## src/rtl/core/lfr_pkg.sv

```systemverilog
// Package for the LIN frame receiver: command codes, parser states,
// header constants and the event struct passed from parser to top level.
// No dependencies.
`timescale 1ns / 1ps
`default_nettype none

package lfr_pkg;

  localparam int unsigned DefaultBufferDepth = 64;

  localparam logic [7:0] SyncByte    = 8'h55;
  localparam logic [3:0] MinDataLen  = 4'd1;
  localparam logic [3:0] MaxDataLen  = 4'd8;
  localparam logic [5:0] AvailMax    = 6'd63;

  typedef enum logic [1:0] {
    CMD_BREAK = 2'd0,
    CMD_BYTE  = 2'd1,
    CMD_READ  = 2'd2,
    CMD_NOP   = 2'd3
  } lfr_cmd_e;

  typedef enum logic [4:0] {
    ST_IDLE  = 5'b00001,
    ST_SYNC  = 5'b00010,
    ST_IDENT = 5'b00100,
    ST_DATA  = 5'b01000,
    ST_CHECK = 5'b10000
  } lfr_state_e;

  // parser decisions for one item
  typedef struct packed {
    logic push;   // data byte wants to go into the buffer
    logic flush;  // checksum mismatch
    logic good;   // checksum match
    logic rej;    // bad sync or identifier parity
  } lfr_evt_t;

  // stage between parser and output register
  typedef struct packed {
    logic       pop;
    logic [5:0] avail;
    logic       good;
    logic       failed;
    logic       rej;
    logic       ovf;
  } lfr_res_t;

endpackage

`default_nettype wire

```

## src/rtl/core/lfr_parser.sv

```systemverilog
// LIN frame parser: break/sync/identifier/data/checksum sequencing with
// identifier parity check and enhanced (carry-folded) checksum.
// Depends on lfr_pkg.
`timescale 1ns / 1ps
`default_nettype none

module lfr_parser
  import lfr_pkg::*;
(
  input  wire logic       clk_i,
  input  wire logic       rst_ni,
  input  wire logic       accept_i,
  input  wire logic [1:0] cmd_i,
  input  wire logic [7:0] byte_i,
  input  wire logic [3:0] data_len_i,
  output lfr_evt_t        evt_o
);

  lfr_state_e state_q, state_d;
  logic [3:0] cnt_q, cnt_d;
  logic [7:0] sum_q, sum_d;

  logic       p0, p1, par_ok;
  logic [8:0] sum9;
  logic [7:0] sum_fold;
  logic [3:0] len;
  logic [3:0] cnt_inc;

  assign p0     = byte_i[0] ^ byte_i[1] ^ byte_i[2] ^ byte_i[4];
  assign p1     = ~(byte_i[1] ^ byte_i[3] ^ byte_i[4] ^ byte_i[5]);
  assign par_ok = (byte_i[7] == p1) && (byte_i[6] == p0);

  // end-around carry; the +1 can never carry again
  assign sum9     = {1'b0, sum_q} + {1'b0, byte_i};
  assign sum_fold = sum9[8] ? (sum9[7:0] + 8'd1) : sum9[7:0];

  assign len = (data_len_i < MinDataLen) ? MinDataLen :
               (data_len_i > MaxDataLen) ? MaxDataLen : data_len_i;
  assign cnt_inc = cnt_q + 4'd1;

  always_comb begin
    state_d = state_q;
    cnt_d   = cnt_q;
    sum_d   = sum_q;
    evt_o   = '0;
    if (accept_i) begin
      if (cmd_i == CMD_BREAK) begin
        state_d = ST_SYNC;
      end else if (cmd_i == CMD_BYTE) begin
        case (state_q)
          ST_IDLE: begin
            state_d = ST_IDLE;
          end
          ST_SYNC: begin
            if (byte_i == SyncByte) begin
              state_d = ST_IDENT;
            end else begin
              state_d   = ST_IDLE;
              evt_o.rej = 1'b1;
            end
          end
          ST_IDENT: begin
            if (par_ok) begin
              sum_d   = byte_i;
              cnt_d   = '0;
              state_d = ST_DATA;
            end else begin
              state_d   = ST_IDLE;
              evt_o.rej = 1'b1;
            end
          end
          ST_DATA: begin
            evt_o.push = 1'b1;
            if (cnt_inc < len) begin
              sum_d = sum_fold;
              cnt_d = cnt_inc;
            end else begin
              sum_d   = ~sum_fold;
              cnt_d   = '0;
              state_d = ST_CHECK;
            end
          end
          ST_CHECK: begin
            state_d = ST_IDLE;
            if (sum_q != byte_i) begin
              evt_o.flush = 1'b1;
            end else begin
              evt_o.good = 1'b1;
            end
          end
          default: begin
            state_d = ST_IDLE;
          end
        endcase
      end
    end
  end

  always_ff @(posedge clk_i or negedge rst_ni) begin
    if (!rst_ni) begin
      state_q <= ST_IDLE;
      cnt_q   <= '0;
      sum_q   <= '0;
    end else begin
      state_q <= state_d;
      cnt_q   <= cnt_d;
      sum_q   <= sum_d;
    end
  end

endmodule

`default_nettype wire

```

## src/rtl/core/lin_frame_receiver.sv

```systemverilog
// LIN slave frame receiver with enhanced checksum and receive ring buffer.
// Pipeline: two register stages (parser/buffer stage, then output register);
// each accepted item passes through both in that order. Throughput: one item
// per cycle while the output is not stalled, set by the single buffer write port and one registered read per item.
// Reset: async active low; parser idle, pointers and frame-seen cleared,
// data_length = 2. Buffer contents are not cleared; no clearing pass.
`timescale 1ns / 1ps
`default_nettype none

module lin_frame_receiver
  import lfr_pkg::*;
#(
  parameter int unsigned BufferDepth = DefaultBufferDepth
) (
  input  wire logic        clk_i,
  input  wire logic        rst_ni,
  // config: data_length[3:0]
  input  wire logic        cfg_valid_i,
  output logic             cfg_ready_o,
  input  wire logic [3:0]  cfg_data_i,
  // tdata: rx_byte[7:0]
  input  wire logic        s_axis_tvalid_i,
  output logic             s_axis_tready_o,
  input  wire logic [7:0]  s_axis_tdata_i,
  // tuser: command[1:0]
  input  wire logic [1:0]  s_axis_tuser_i,
  // tdata: read_data[7:0], available_count[13:8], frame_good[14],
  //        checksum_failed[15], header_rejected[16], overflow[17], zero[23:18]
  output logic             m_axis_tvalid_o,
  input  wire logic        m_axis_tready_i,
  output logic [23:0]      m_axis_tdata_o
);

  localparam int unsigned PtrW = $clog2(BufferDepth);
  localparam int unsigned PtrW1 = PtrW + 1;
  localparam int unsigned CntW = (PtrW > 6) ? PtrW : 6;

  logic [3:0] data_len_q;

  logic accept;
  logic out_ready;
  logic s1_adv;

  lfr_evt_t evt;

  logic [PtrW-1:0] wr_q, wr_d, rd_q, rd_d, wr_nxt, rd_nxt;
  logic            seen_q, seen_d;
  logic            full, push, pop, ovf;
  logic [PtrW1-1:0] diff;
  logic [CntW-1:0]  cnt_ext;
  logic [5:0]       avail;

  logic [7:0] mem [BufferDepth];
  logic [7:0] mem_rd_q;

  logic     s1_valid_q;
  lfr_res_t s1_q;
  logic     m_valid_q;
  logic [23:0] m_data_q;

  assign cfg_ready_o = 1'b1;

  always_ff @(posedge clk_i or negedge rst_ni) begin
    if (!rst_ni) begin
      data_len_q <= 4'd2;
    end else if (cfg_valid_i) begin
      data_len_q <= cfg_data_i;
    end
  end

  assign out_ready       = !m_valid_q || m_axis_tready_i;
  assign s1_adv          = s1_valid_q && out_ready;
  assign s_axis_tready_o = !s1_valid_q || out_ready;
  assign accept          = s_axis_tvalid_i && s_axis_tready_o;

  lfr_parser u_parser (
    .clk_i      (clk_i),
    .rst_ni     (rst_ni),
    .accept_i   (accept),
    .cmd_i      (s_axis_tuser_i),
    .byte_i     (s_axis_tdata_i),
    .data_len_i (data_len_q),
    .evt_o      (evt)
  );

  assign wr_nxt = (wr_q == PtrW'(BufferDepth - 1)) ? '0 : wr_q + 1'b1;
  assign rd_nxt = (rd_q == PtrW'(BufferDepth - 1)) ? '0 : rd_q + 1'b1;
  assign full   = (wr_nxt == rd_q);
  assign push   = evt.push && !full;
  assign ovf    = evt.push && full;
  assign pop    = accept && (s_axis_tuser_i == CMD_READ) && seen_q && (wr_q != rd_q);

  always_comb begin
    wr_d   = wr_q;
    rd_d   = rd_q;
    seen_d = seen_q | evt.good;
    if (evt.flush) begin
      wr_d = '0;
      rd_d = '0;
    end else begin
      if (push) wr_d = wr_nxt;
      if (pop)  rd_d = rd_nxt;
    end
  end

  // occupancy after this item, wrapping for any depth
  assign diff = PtrW1'(wr_d) + ((wr_d < rd_d) ? PtrW1'(BufferDepth) : '0) - PtrW1'(rd_d);
  assign cnt_ext = CntW'(diff[PtrW-1:0]);
  assign avail = !seen_d ? '0 :
                 (cnt_ext > CntW'(AvailMax)) ? AvailMax : cnt_ext[5:0];

  always_ff @(posedge clk_i or negedge rst_ni) begin
    if (!rst_ni) begin
      wr_q   <= '0;
      rd_q   <= '0;
      seen_q <= 1'b0;
    end else begin
      wr_q   <= wr_d;
      rd_q   <= rd_d;
      seen_q <= seen_d;
    end
  end

  // pop never coincides with a write to the same slot: wr != rd when popping
  always_ff @(posedge clk_i) begin
    if (push) begin
      mem[wr_q] <= s_axis_tdata_i;
    end
    if (accept) begin
      mem_rd_q <= mem[rd_q];
    end
  end

  always_ff @(posedge clk_i or negedge rst_ni) begin
    if (!rst_ni) begin
      s1_valid_q <= 1'b0;
    end else if (accept) begin
      s1_valid_q <= 1'b1;
    end else if (s1_adv) begin
      s1_valid_q <= 1'b0;
    end
  end

  always_ff @(posedge clk_i) begin
    if (accept) begin
      s1_q.pop    <= pop;
      s1_q.avail  <= avail;
      s1_q.good   <= evt.good;
      s1_q.failed <= evt.flush;
      s1_q.rej    <= evt.rej;
      s1_q.ovf    <= ovf;
    end
  end

  always_ff @(posedge clk_i or negedge rst_ni) begin
    if (!rst_ni) begin
      m_valid_q <= 1'b0;
    end else if (s1_adv) begin
      m_valid_q <= 1'b1;
    end else if (m_axis_tready_i) begin
      m_valid_q <= 1'b0;
    end
  end

  always_ff @(posedge clk_i) begin
    if (s1_adv) begin
      m_data_q <= {6'd0, s1_q.ovf, s1_q.rej, s1_q.failed, s1_q.good, s1_q.avail,
                   (s1_q.pop ? mem_rd_q : 8'd0)};
    end
  end

  assign m_axis_tvalid_o = m_valid_q;
  assign m_axis_tdata_o  = m_data_q;

  // checksum mismatch clears both pointers
  assert property (@(posedge clk_i) disable iff (!rst_ni)
    evt.flush |=> (wr_q == '0) && (rd_q == '0))
    else $error("pointers not cleared after flush");

  // pointers stay inside the buffer for non power-of-two depths
  assert property (@(posedge clk_i) disable iff (!rst_ni)
    (wr_q <= PtrW'(BufferDepth - 1)) && (rd_q <= PtrW'(BufferDepth - 1)))
    else $error("buffer pointer out of range");

  // at most one status flag per result item
  assert property (@(posedge clk_i) disable iff (!rst_ni)
    m_axis_tvalid_o |-> ($countones(m_axis_tdata_o[17:14]) <= 1))
    else $error("conflicting status flags");

endmodule

`default_nettype wire
```

## config.mk

```make
export PLATFORM = sky130hd
export DESIGN_NAME = lin_frame_receiver
export DESIGN_NICKNAME = d
export VERILOG_FILES = /design/src/rtl/core/lfr_pkg.sv /design/src/rtl/core/lfr_parser.sv /design/src/rtl/core/lin_frame_receiver.sv
export SDC_FILE = /design/constraint.sdc
export NUM_CORES = 1
export LEC_CHECK = 0
export ABC_CLOCK_PERIOD_IN_PS = 5100
export BUFFER_PORTS_ARGS = -buffer_cell sky130_fd_sc_hd__buf_2
export CAP_MARGIN = 0
export CORE_UTILIZATION = 50
export DETAILED_ROUTE_END_ITERATION = 10
export PLACE_DENSITY = 0.68
export SYNTH_ARGS = -nofsm -noshare
export SYNTH_HDL_FRONTEND = slang
export SYNTH_SLANG_ARGS = --single-unit
```

## constraint.sdc

```tcl
create_clock -name clk_i -period 5.1 [get_ports clk_i]
set_input_delay 1.53 -clock clk_i [delete_from_list [all_inputs] [get_ports clk_i]]
set_output_delay 1.53 -clock clk_i [all_outputs]
set_load 0.01 [all_outputs]
```

==> flow_metrics.py, run 1 <==
metrics = {
    "pwr": {
        "ir_drop_uv": 225,
        "leakagePower_nw": 8.71,
        "powerDensity_mw_per_mm2": 360,
    },
    "synth": {
        "synth-edff-count": 549,
        "ys_ff_latch": 585,
        "async_flop_share_pct": 6.15,
        "synthTopCellsByArea": "edfxtp_1 68%, mux4_2 16%, dfrtp_1 3.5%",
        "netlist-cell-type-count": 63,
        "netlist_instances": 1239,
        "synth_largest_area_cell": "edfxtp_1",
        "syn_area_sq_mm": 0.0241,
        "synth_top_area_share_pct": 68.3,
        "yosys_warnings": 0,
        "synthFlopType": "edfxtp_1",
        "synth.avg_cell_area_sq_um": 19.5,
        "yosysSeqAreaShare_pct": 72.1,
    },
    "worst_setup_path": {
        "cpMaxStageDelayCell": "nor4_1",
        "worst-path-stages": 13,
        "reg2reg_depth": 15,
        "crit_path_max_fanout": 6,
        "crit_type": "in -> reg",
        "cp_data_required_time_ns": 5.54,
        "crit_family": "simple AND/OR/NAND/NOR gates",
        "critPathBufInv": 1,
        "start_kind": "input pin",
        "critical-path-max-stage-delay_ns": 0.41,
        "cp_cell_sequence": "buf_2 > ha_1 > nor4_1 > nand2_1 > nor3b_1 > or2_2 > ha_1 > a21o_1 > a21o_1 > a31oi_1 > o221ai_1 > or3_1 > a21oi_1",
        "critPathArrivalTime_ns": 4.85,
        "worst_setup_path_end_kind": "flip-flop",
    },
    "routing": {
        "dr.pass1.iters": 5,
        "wl_per_cell_um": 25.6,
        "detail-route-antenna-nets": 0,
        "vias": 11939,
        "drc": 0,
        "wl_um": 51200,
        "drt_iter0_drc": 1263,
        "avgViaCountPerCell": 5.98,
    },
    "floorplanning": {
        "rows": 80,
        "io-pin-count": 46,
        "dieArea_sq_mm": 0.0491,
        "die_h_um": 222,
        "die_w_um": 222,
        "core_area_sq_mm": 0.0476,
        "initial_utilization_pct": 50.7,
    },
    "min_path": {
        "min_path_cells": 0,
        "min_path_type": "reg -> reg",
    },
    "cells_and_area": {
        "final_core_util_pct": 56.9,
        "final_cell_mix": "549 x edfxtp_1, 168 x mux4_2, 81 x nor2_1",
        "final_common_cell": "edfxtp_1",
        "instances_no_fill": 1997,
        "nNetsFinal": 1377,
        "area_growth_pct": 12.4,
        "drive_above_1_share_pct": 27.9,
    },
    "placed_design": {
        "gp_congestion": 0.833,
        "numPortBuffers": 38,
        "dp_slack_ns": 0.124,
        "dp_hpwl_um": 31400,
        "place_inst": 1892,
    },
    "global_routing": {
        "grt_pass1_vias": 12091,
        "grt-ovfl-total": 0,
        "grt_antenna_before_repair": 1,
        "grt_max_degree": 69,
        "grt_pass1_wl_um": 77800,
        "grt_usage_pct": 21.4,
    },
    "sta": {
        "finalSetupViolCount": 0,
        "layout_min_cycle_time_ns": 4.41,
        "slew_violations": 0,
        "rsz0062_at_grt": "false",
        "timing.final.crit_share_pct": 86.5,
        "finalSetupTns_ns": 0,
        "hold_viol_final": 0,
        "maxSlewHeadroom_pct": 30.3,
        "setup_slack_ns": 0.689,
        "clock.fmax_mhz": 227,
        "fin_worst_skew_ns": 0.0222,
        "tightest_slew_ns": 1.05,
    },
    "cts": {
        "numCtsBuffers": 57,
        "ctsHoldBuffers": 0,
        "post_cts_buffers": 0,
        "clk_path_buf_depth": 3,
        "cts_root_buf": "clkbuf_16",
        "path_clk_slew_ns": 0.06,
        "cts_tree": "done",
        "cts_resized": 0,
        "insertion_delay_ns": 0.61,
        "htreeDepth": 2,
        "clock_sinks": 585,
    },
    "run": {
        "maxCapViolations": 0,
    },
    "run_status": {
        "outcome": "complete, no violations",
    },
}
-- flip-flops by register name, indices dropped and copies added, names as in the netlist --
register and cells:
mem 512, m_axis_tdata_o 18, s1_q 11, mem_rd_q 8, u_parser.sum_q 8, rd_q 6, wr_q 6, u_parser.state_q 5
data_len_q 4, u_parser.cnt_q 4, m_axis_tvalid_o 1, s1_valid_q 1, seen_q 1
-- logic make-up after synthesis --
logic type / Yosys count / synth area share [%]
AO/OA/AOI/OAI: 84 / 2.34
XOR/XNOR: 44 / 1.60
adder cells (fa/ha/maj): 23 / 1.25
buffers and inverters: 91 / 1.65
flip-flops: 585 / 72.1
multiplexers: 181 / 16.2
other: 2 / 0.0311
AND/OR/NAND/NOR: 229 / 4.84
-- Yosys cell counts, types with 3 or more instances --
cell type and instances:
dfrtp_1 34, buf_1 19, xor2_1 14, nand2_1 43
a211oi_1 3, o21a_1 6, a21oi_1 16, edfxtp_1 549
or3_1 4, nor2_1 81, o41ai_1 3, ha_1 20
buf_2 15, o21ai_0 24, mux4_2 168, mux2i_1 9
a31oi_1 3, clkbuf_1 31, and3_1 6, inv_1 17
xnor2_1 30, and2_1 12, mux2_2 4, nand3b_1 7
or2_2 6, nand2b_1 7, buf_4 8, nor4_1 18
a21o_1 7, nand4b_1 4, nor3_1 6, nand4_1 3
nor2b_1 9, nand3_1 11, o21bai_1 4
-- final timing paths --
check | slack [ns] | endpoint | startpoint
worst max-delay path | 0.69 | s1_q[9] | s_axis_tdata_i[0]
worst min-delay path | 0.42 | m_axis_tdata_o[10] | s1_q[6]
worst max register to register | 0.85 | s1_q[9] | wr_q[0]
worst min register to register | 0.42 | m_axis_tdata_o[10] | s1_q[6]
max in group asynchronous | 3.22 | rd_q[0] | rst_ni
min in group asynchronous | 1.11 | m_axis_tvalid_o | rst_ni
-- stage by stage --
stage                     hold slack, ns  power, mW  cell area (sq um)
after CTS                          0.420       9.81              27100
after detailed placement           0.406       5.74              25300
after global placement             0.404       5.73              25300
after global routing               0.425       10.0              27100
after floorplan                    0.400       5.59              24200
final                              0.417       9.76              27100
-- cell type report --
type / instances / area (sq um)
Timing Repair Buffer: 107 / 708
Clock inverter: 30 / 283
Tap cell: 615 / 769
Antenna cell: 1 / 2.50
Multi-Input combinational cell: 568 / 6370
Fill cell: 3486 / 20500
Sequential cell: 585 / 17400
Clock buffer: 74 / 1530
Inverter: 17 / 63.8
-- report_power, final --
part	leakage [nW]	switching, mW	internal, mW
logic	2.39	0.209	0.105
registers	5.43	0.0409	5.29
clock network	0.885	1.75	2.36
-- routing by layer --
metal  vias up  GRT usage, %  share of wire, %
met5         -             0                 0
met4         0          5.82               2.3
met3        77          3.88               6.9
met2       452          32.8                47
met1      6198          31.9                44
li1       5212             -                 -
No activity file was read; power rests on OpenSTA's default activity.
==> run 2, diff against run 1 <==
Settings changed: CORE_UTILIZATION 50 to 60, PLACE_DENSITY 0.68 to 0.79.
==> run 2 against run 1 <==
Compared with the run above: die area shrank 17%; critical path depth is the same; fmax is 0.91% lower; non-clock buffer count up 1; cell area fell by 0.34%; first-iteration DRC count increased by 23%; register-to-register slack worse by 0.05 ns; power up 0.23%; largest power group unchanged.
==> flow_metrics.py, run 2 (synthesis gave the netlist of run 1 again) <==
metrics = {
    "run_status": {
        "outcome": "complete, no violations",
    },
    "min_path": {
        "min_path_type": "reg -> reg",
        "min_path_cells": 0,
    },
    "routing": {
        "drc": 0,
        "wl_per_cell_um": 28.0,
        "dr.pass1.iters": 5,
        "detail-route-antenna-nets": 0,
        "drt_iter0_drc": 1548,
        "wl_um": 53300,
        "avgViaCountPerCell": 6.48,
        "vias": 12359,
    },
    "run": {
        "maxCapViolations": 0,
    },
    "cts": {
        "clock_sinks": 585,
        "cts_resized": 0,
        "post_cts_buffers": 0,
        "insertion_delay_ns": 0.62,
        "cts_tree": "done",
        "numCtsBuffers": 55,
        "htreeDepth": 2,
        "clk_path_buf_depth": 3,
        "ctsHoldBuffers": 0,
        "path_clk_slew_ns": 0.06,
        "cts_root_buf": "clkbuf_16",
    },
    "worst_setup_path": {
        "rr_endpoint": "s1_q[9]",
        "crit_path_max_fanout": 8,
        "start_kind": "input pin",
        "worst_setup_path_end_kind": "flip-flop",
        "startpoint": "s_axis_tdata_i[0]",
        "critPathCapture": "s1_q[9]",
        "r2r_start": "wr_q[0]",
        "reg2reg_depth": 15,
        "crit_type": "in -> reg",
        "cp_data_required_time_ns": 5.56,
        "critPathArrivalTime_ns": 4.91,
        "rrSetupSlack_ns": 0.80,
    },
    "cells_and_area": {
        "drive_above_1_share_pct": 27.7,
        "postLayoutCellArea_sq_mm": 0.0270,
        "final_core_util_pct": 68.0,
        "area_growth_pct": 12.0,
        "instances_no_fill": 1907,
        "largest_reg_flops": 512,
        "nNetsFinal": 1376,
        "regMostFlops": "mem",
        "final_common_cell": "edfxtp_1",
        "final_cell_mix": "549 x edfxtp_1, 168 x mux4_2, 81 x nor2_1",
    },
    "floorplanning": {
        "dieArea_sq_mm": 0.0410,
        "die_w_um": 203,
        "io-pin-count": 46,
        "rows": 73,
        "core_area_sq_mm": 0.0397,
        "die_h_um": 203,
        "initial_utilization_pct": 60.7,
    },
    "global_routing": {
        "grt_pass1_vias": 12460,
        "grt_max_degree": 71,
        "grt_usage_pct": 27.1,
        "grt_antenna_before_repair": 4,
        "grt-ovfl-total": 0,
        "grt_pass1_wl_um": 80400,
    },
    "pwr": {
        "netSwitchingPower_mw": 2.01,
        "combPwrFrac_pct": 3.2,
        "leakagePower_nw": 8.72,
        "p_clk_share_pct": 42.3,
        "powerDensity_mw_per_mm2": 362,
        "seqPwrFrac_pct": 54.5,
        "swShare_pct": 20.6,
        "ir_drop_uv": 287,
        "finalPower_mw": 9.78,
        "intPower_mw": 7.77,
    },
    "placed_design": {
        "dp_slack_ns": 0.0690,
        "gp_congestion": 0.858,
        "numPortBuffers": 38,
        "dp_hpwl_um": 31300,
        "place_inst": 1803,
        "place_area_sq_mm": 0.0252,
    },
    "sta": {
        "whs_ns": 0.423,
        "timing.final.crit_share_pct": 87.3,
        "setup_slack_ns": 0.648,
        "finalSetupViolCount": 0,
        "finalSetupTns_ns": 0,
        "maxSlewHeadroom_pct": 31.5,
        "slew_violations": 0,
        "tightest_slew_ns": 1.03,
        "rsz0062_at_grt": "false",
        "hold_viol_final": 0,
        "clock.fmax_mhz": 225,
        "layout_min_cycle_time_ns": 4.45,
        "fin_worst_skew_ns": 0.0330,
    },
}
-- run 2: layer usage --
| metal | global-route usage (%) | share of wire, % |
|---|---|---|
| met5 | 0 | 0.024 |
| met3 | 5.07 | 9.0 |
| met4 | 8.86 | 3.0 |
| met1 | 37.9 | 38 |
| met2 | 43.9 | 50 |
-- run 2: power by group through the flow --
stage / sequential [mW] / clock, mW / combinational, mW
final: 5.33 / 4.14 / 0.311
after global routing: 5.33 / 4.36 / 0.341
after CTS: 5.33 / 4.19 / 0.313
after detailed placement: 5.43 / 0 / 0.310
after global placement: 5.42 / 0 / 0.298
after floorplan: 5.41 / 0 / 0.184
-- run 2: worst max-delay path, cell delays in order --
cell	delay (ns)
buf_2	0.11
ha_1	0.34
nor4_1	0.45
nand2_1	0.29
nor3b_1	0.26
buf_4	0.17
or2_2	0.31
ha_1	0.33
a21o_1	0.20
a31oi_1	0.17
o221ai_1	0.15
or3_1	0.40
a21oi_1	0.18
-- run 2: how the worst min path moves through the flow --
stage,startpoint,end,slack (ns)
finish,s1_q[3],m_axis_tdata_o[14],0.42
global route,s1_q[2],m_axis_tdata_o[15],0.44
CTS,s1_q[3],m_axis_tdata_o[14],0.43
detailed placement,s1_q[0],m_axis_tdata_o[17],0.41
global placement,s1_q[1],m_axis_tdata_o[16],0.41
floorplan,s1_q[6],m_axis_tdata_o[10],0.40
-- run 2: final cells by class --
class	instances	area, sq um
Sequential cell	585	17400
Fill cell	2432	12700
Multi-Input combinational cell	568	6370
Clock buffer	69	1450
Timing Repair Buffer	108	716
Tap cell	525	657
Clock inverter	34	379
Inverter	17	63.8
Antenna cell	1	2.50
==> run 3, diff against run 2 <==
Settings changed: ABC_CLOCK_PERIOD_IN_PS 5100 to 4200.
Clock period 5.1 ns to 4.2 ns, I/O delays scaled along.
==> run 3 against run 2 <==
Compared with the run above: count of clock-buffer cells in the layout shrank 3; sequential share of layout area shrank 1.4 points; first-iteration DRC count shrank 6.7%; flip-flop and latch count is the same; routed wire length grew 3.2%; register-to-register slack lost 0.37 ns; non-clock buffer count grew 53.
==> flow_metrics.py, run 3 (synthesis gave the netlist of run 1 again) <==
metrics = {
    "global_routing": {
        "grt_usage_pct": 27.9,
        "grt_pass1_wl_um": 82600,
        "grt-ovfl-total": 0,
        "grt_max_degree": 70,
        "grt_pass1_vias": 13018,
        "grt_antenna_before_repair": 3,
    },
    "routing": {
        "wl_per_cell_um": 28.1,
        "wl_um": 55000,
        "detail-route-antenna-nets": 0,
        "drc": 0,
        "avgViaCountPerCell": 6.50,
        "dr.pass1.iters": 7,
        "vias": 12743,
        "drt_iter0_drc": 1444,
    },
    "floorplanning": {
        "core_area_sq_mm": 0.0397,
        "die_w_um": 203,
        "dieArea_sq_mm": 0.0410,
        "io-pin-count": 46,
        "initial_utilization_pct": 60.7,
        "rows": 73,
        "die_h_um": 203,
    },
    "pwr": {
        "powerDensity_mw_per_mm2": 447,
        "combPwrFrac_pct": 3.4,
        "intPower_mw": 9.87,
        "netSwitchingPower_mw": 2.47,
        "seqPwrFrac_pct": 52.2,
        "ir_drop_uv": 298,
        "leakagePower_nw": 9.10,
        "p_clk_share_pct": 44.4,
        "swShare_pct": 20.0,
    },
    "worst_setup_path": {
        "cp_data_required_time_ns": 4.67,
        "worst_setup_path_end_kind": "flip-flop",
        "cpMaxStageDelayCell": "or3_1",
        "crit_family": "simple AND/OR/NAND/NOR gates",
        "crit_path_max_fanout": 3,
        "critical-path-max-stage-delay_ns": 0.38,
        "rrSetupSlack_ns": 0.43,
        "critPathBufInv": 1,
        "crit_type": "in -> reg",
        "start_kind": "input pin",
        "cp_cell_sequence": "buf_2 > ha_1 > nor4_1 > nand2_1 > nor3b_1 > or2_2 > ha_1 > a21o_1 > a21o_1 > a31oi_1 > o221ai_1 > or3_1 > a21oi_1",
        "critPathArrivalTime_ns": 4.43,
    },
    "cts": {
        "numCtsBuffers": 56,
        "path_clk_slew_ns": 0.07,
        "cts_root_buf": "clkbuf_16",
        "cts_resized": 0,
        "cts_tree": "done",
        "clk_path_buf_depth": 3,
        "ctsHoldBuffers": 0,
        "htreeDepth": 2,
        "insertion_delay_ns": 0.62,
        "clock_sinks": 585,
        "post_cts_buffers": 0,
    },
    "cells_and_area": {
        "area_growth_pct": 14.5,
        "nNetsFinal": 1430,
        "final_common_cell": "edfxtp_1",
        "largest_reg_flops": 512,
        "final_cell_mix": "549 x edfxtp_1, 168 x mux4_2, 120 x buf_4",
        "final_core_util_pct": 69.6,
        "drive_above_1_share_pct": 30.9,
        "postLayoutCellArea_sq_mm": 0.0276,
        "regMostFlops": "mem",
    },
    "sta": {
        "maxSlewHeadroom_pct": 36.1,
        "fin_worst_skew_ns": 0.0200,
        "rsz0062_at_grt": "false",
        "layout_min_cycle_time_ns": 3.95,
        "hold_viol_final": 0,
        "slew_violations": 0,
        "timing.final.crit_share_pct": 94.1,
        "clock.fmax_mhz": 253,
        "finalSetupViolCount": 0,
        "tightest_slew_ns": 0.959,
    },
    "placed_design": {
        "numPortBuffers": 38,
        "gp_congestion": 0.868,
        "dp_hpwl_um": 32200,
        "place_area_sq_mm": 0.0256,
    },
    "min_path": {
        "min_path_type": "reg -> reg",
    },
    "run": {
        "maxCapViolations": 0,
    },
    "run_status": {
        "outcome": "complete, no violations",
    },
}
## run 3: changes by cell type in the layout (fill, tap and decap cells not counted), moves of 2 or more
cell | previous run | this run
clkbuf_1 | 12 | 8
buf_4 | 70 | 120
clkbuf_8 | 2 | 0
clkinv_2 | 8 | 10
buf_12 | 0 | 3
clkbuf_16 | 55 | 58
bufinv_16 | 7 | 13
## run 3: routing by layer
metal | routed length, um | track usage, % | vias to the layer above
met5 | 10 | 0 | -
met4 | 2050 | 10.4 | 2
met3 | 5060 | 5.33 | 106
met2 | 26700 | 44.2 | 759
met1 | 21200 | 39.1 | 6561
li1 | - | - | 5315
## run 3: stage by stage
stage          setup slack, ns  power [mW]  TNS (ns)  std cells  hold WS [ns]
2_1_floorplan           0.0121        6.79         0       1244         0.400
3_3_place_gp            -0.325        6.97    -0.521       1856         0.401
3_5_place_dp            -0.351        6.98    -0.661       1856         0.410
4_1_cts                  0.281        12.4         0       1960         0.420
5_1_grt                  0.102        12.6         0       1961         0.429
6_report                 0.246        12.3         0       1961         0.419
## run 3: layout make-up
| cell class | count | area (sq um) |
|---|---|---|
| flip-flops and latches | 585 | 17400 |
| clock inverters | 38 | 519 |
| clock buffers | 66 | 1480 |
| diodes | 1 | 2.50 |
| inverters | 17 | 63.8 |
| fillers | 2345 | 12100 |
| multi-input cells | 568 | 6370 |
| repair buffers | 161 | 1150 |
| well taps | 525 | 657 |
## run 3: path summary, 6_finish.rpt
path | start | cells past startpoint | endpoint
min in group asynchronous | rst_ni | 1 | rd_q[4]
max reg2reg | wr_q[0] | 15 | s1_q[9]
max | s_axis_tdata_i[0] | 13 | s1_q[9]
min reg2reg | s1_q[1] | 0 | m_axis_tdata_o[16]
max in group asynchronous | rst_ni | 1 | rd_q[1]
min | s1_q[1] | 0 | m_axis_tdata_o[16]
## run 3: power by group through the flow
stage               sequential, mW  clock (mW)  combinational, mW
floorplan                     6.57           0              0.223
global placement              6.56           0              0.401
detailed placement            6.57           0              0.413
CTS                           6.44        5.52              0.419
global route                  6.44        5.75              0.455
finish                        6.44        5.48              0.422
## run 3: worst reg2reg max path, delay by kind of cell (launching register included)
kind	cells	cell delay (ns)
DFF	1	0.39
xor gates and xnor gates	1	0.18
and+or+nand+nor	4	0.94
AOI/OAI and AO/OA	8	1.54
adders and majority gates	2	0.58
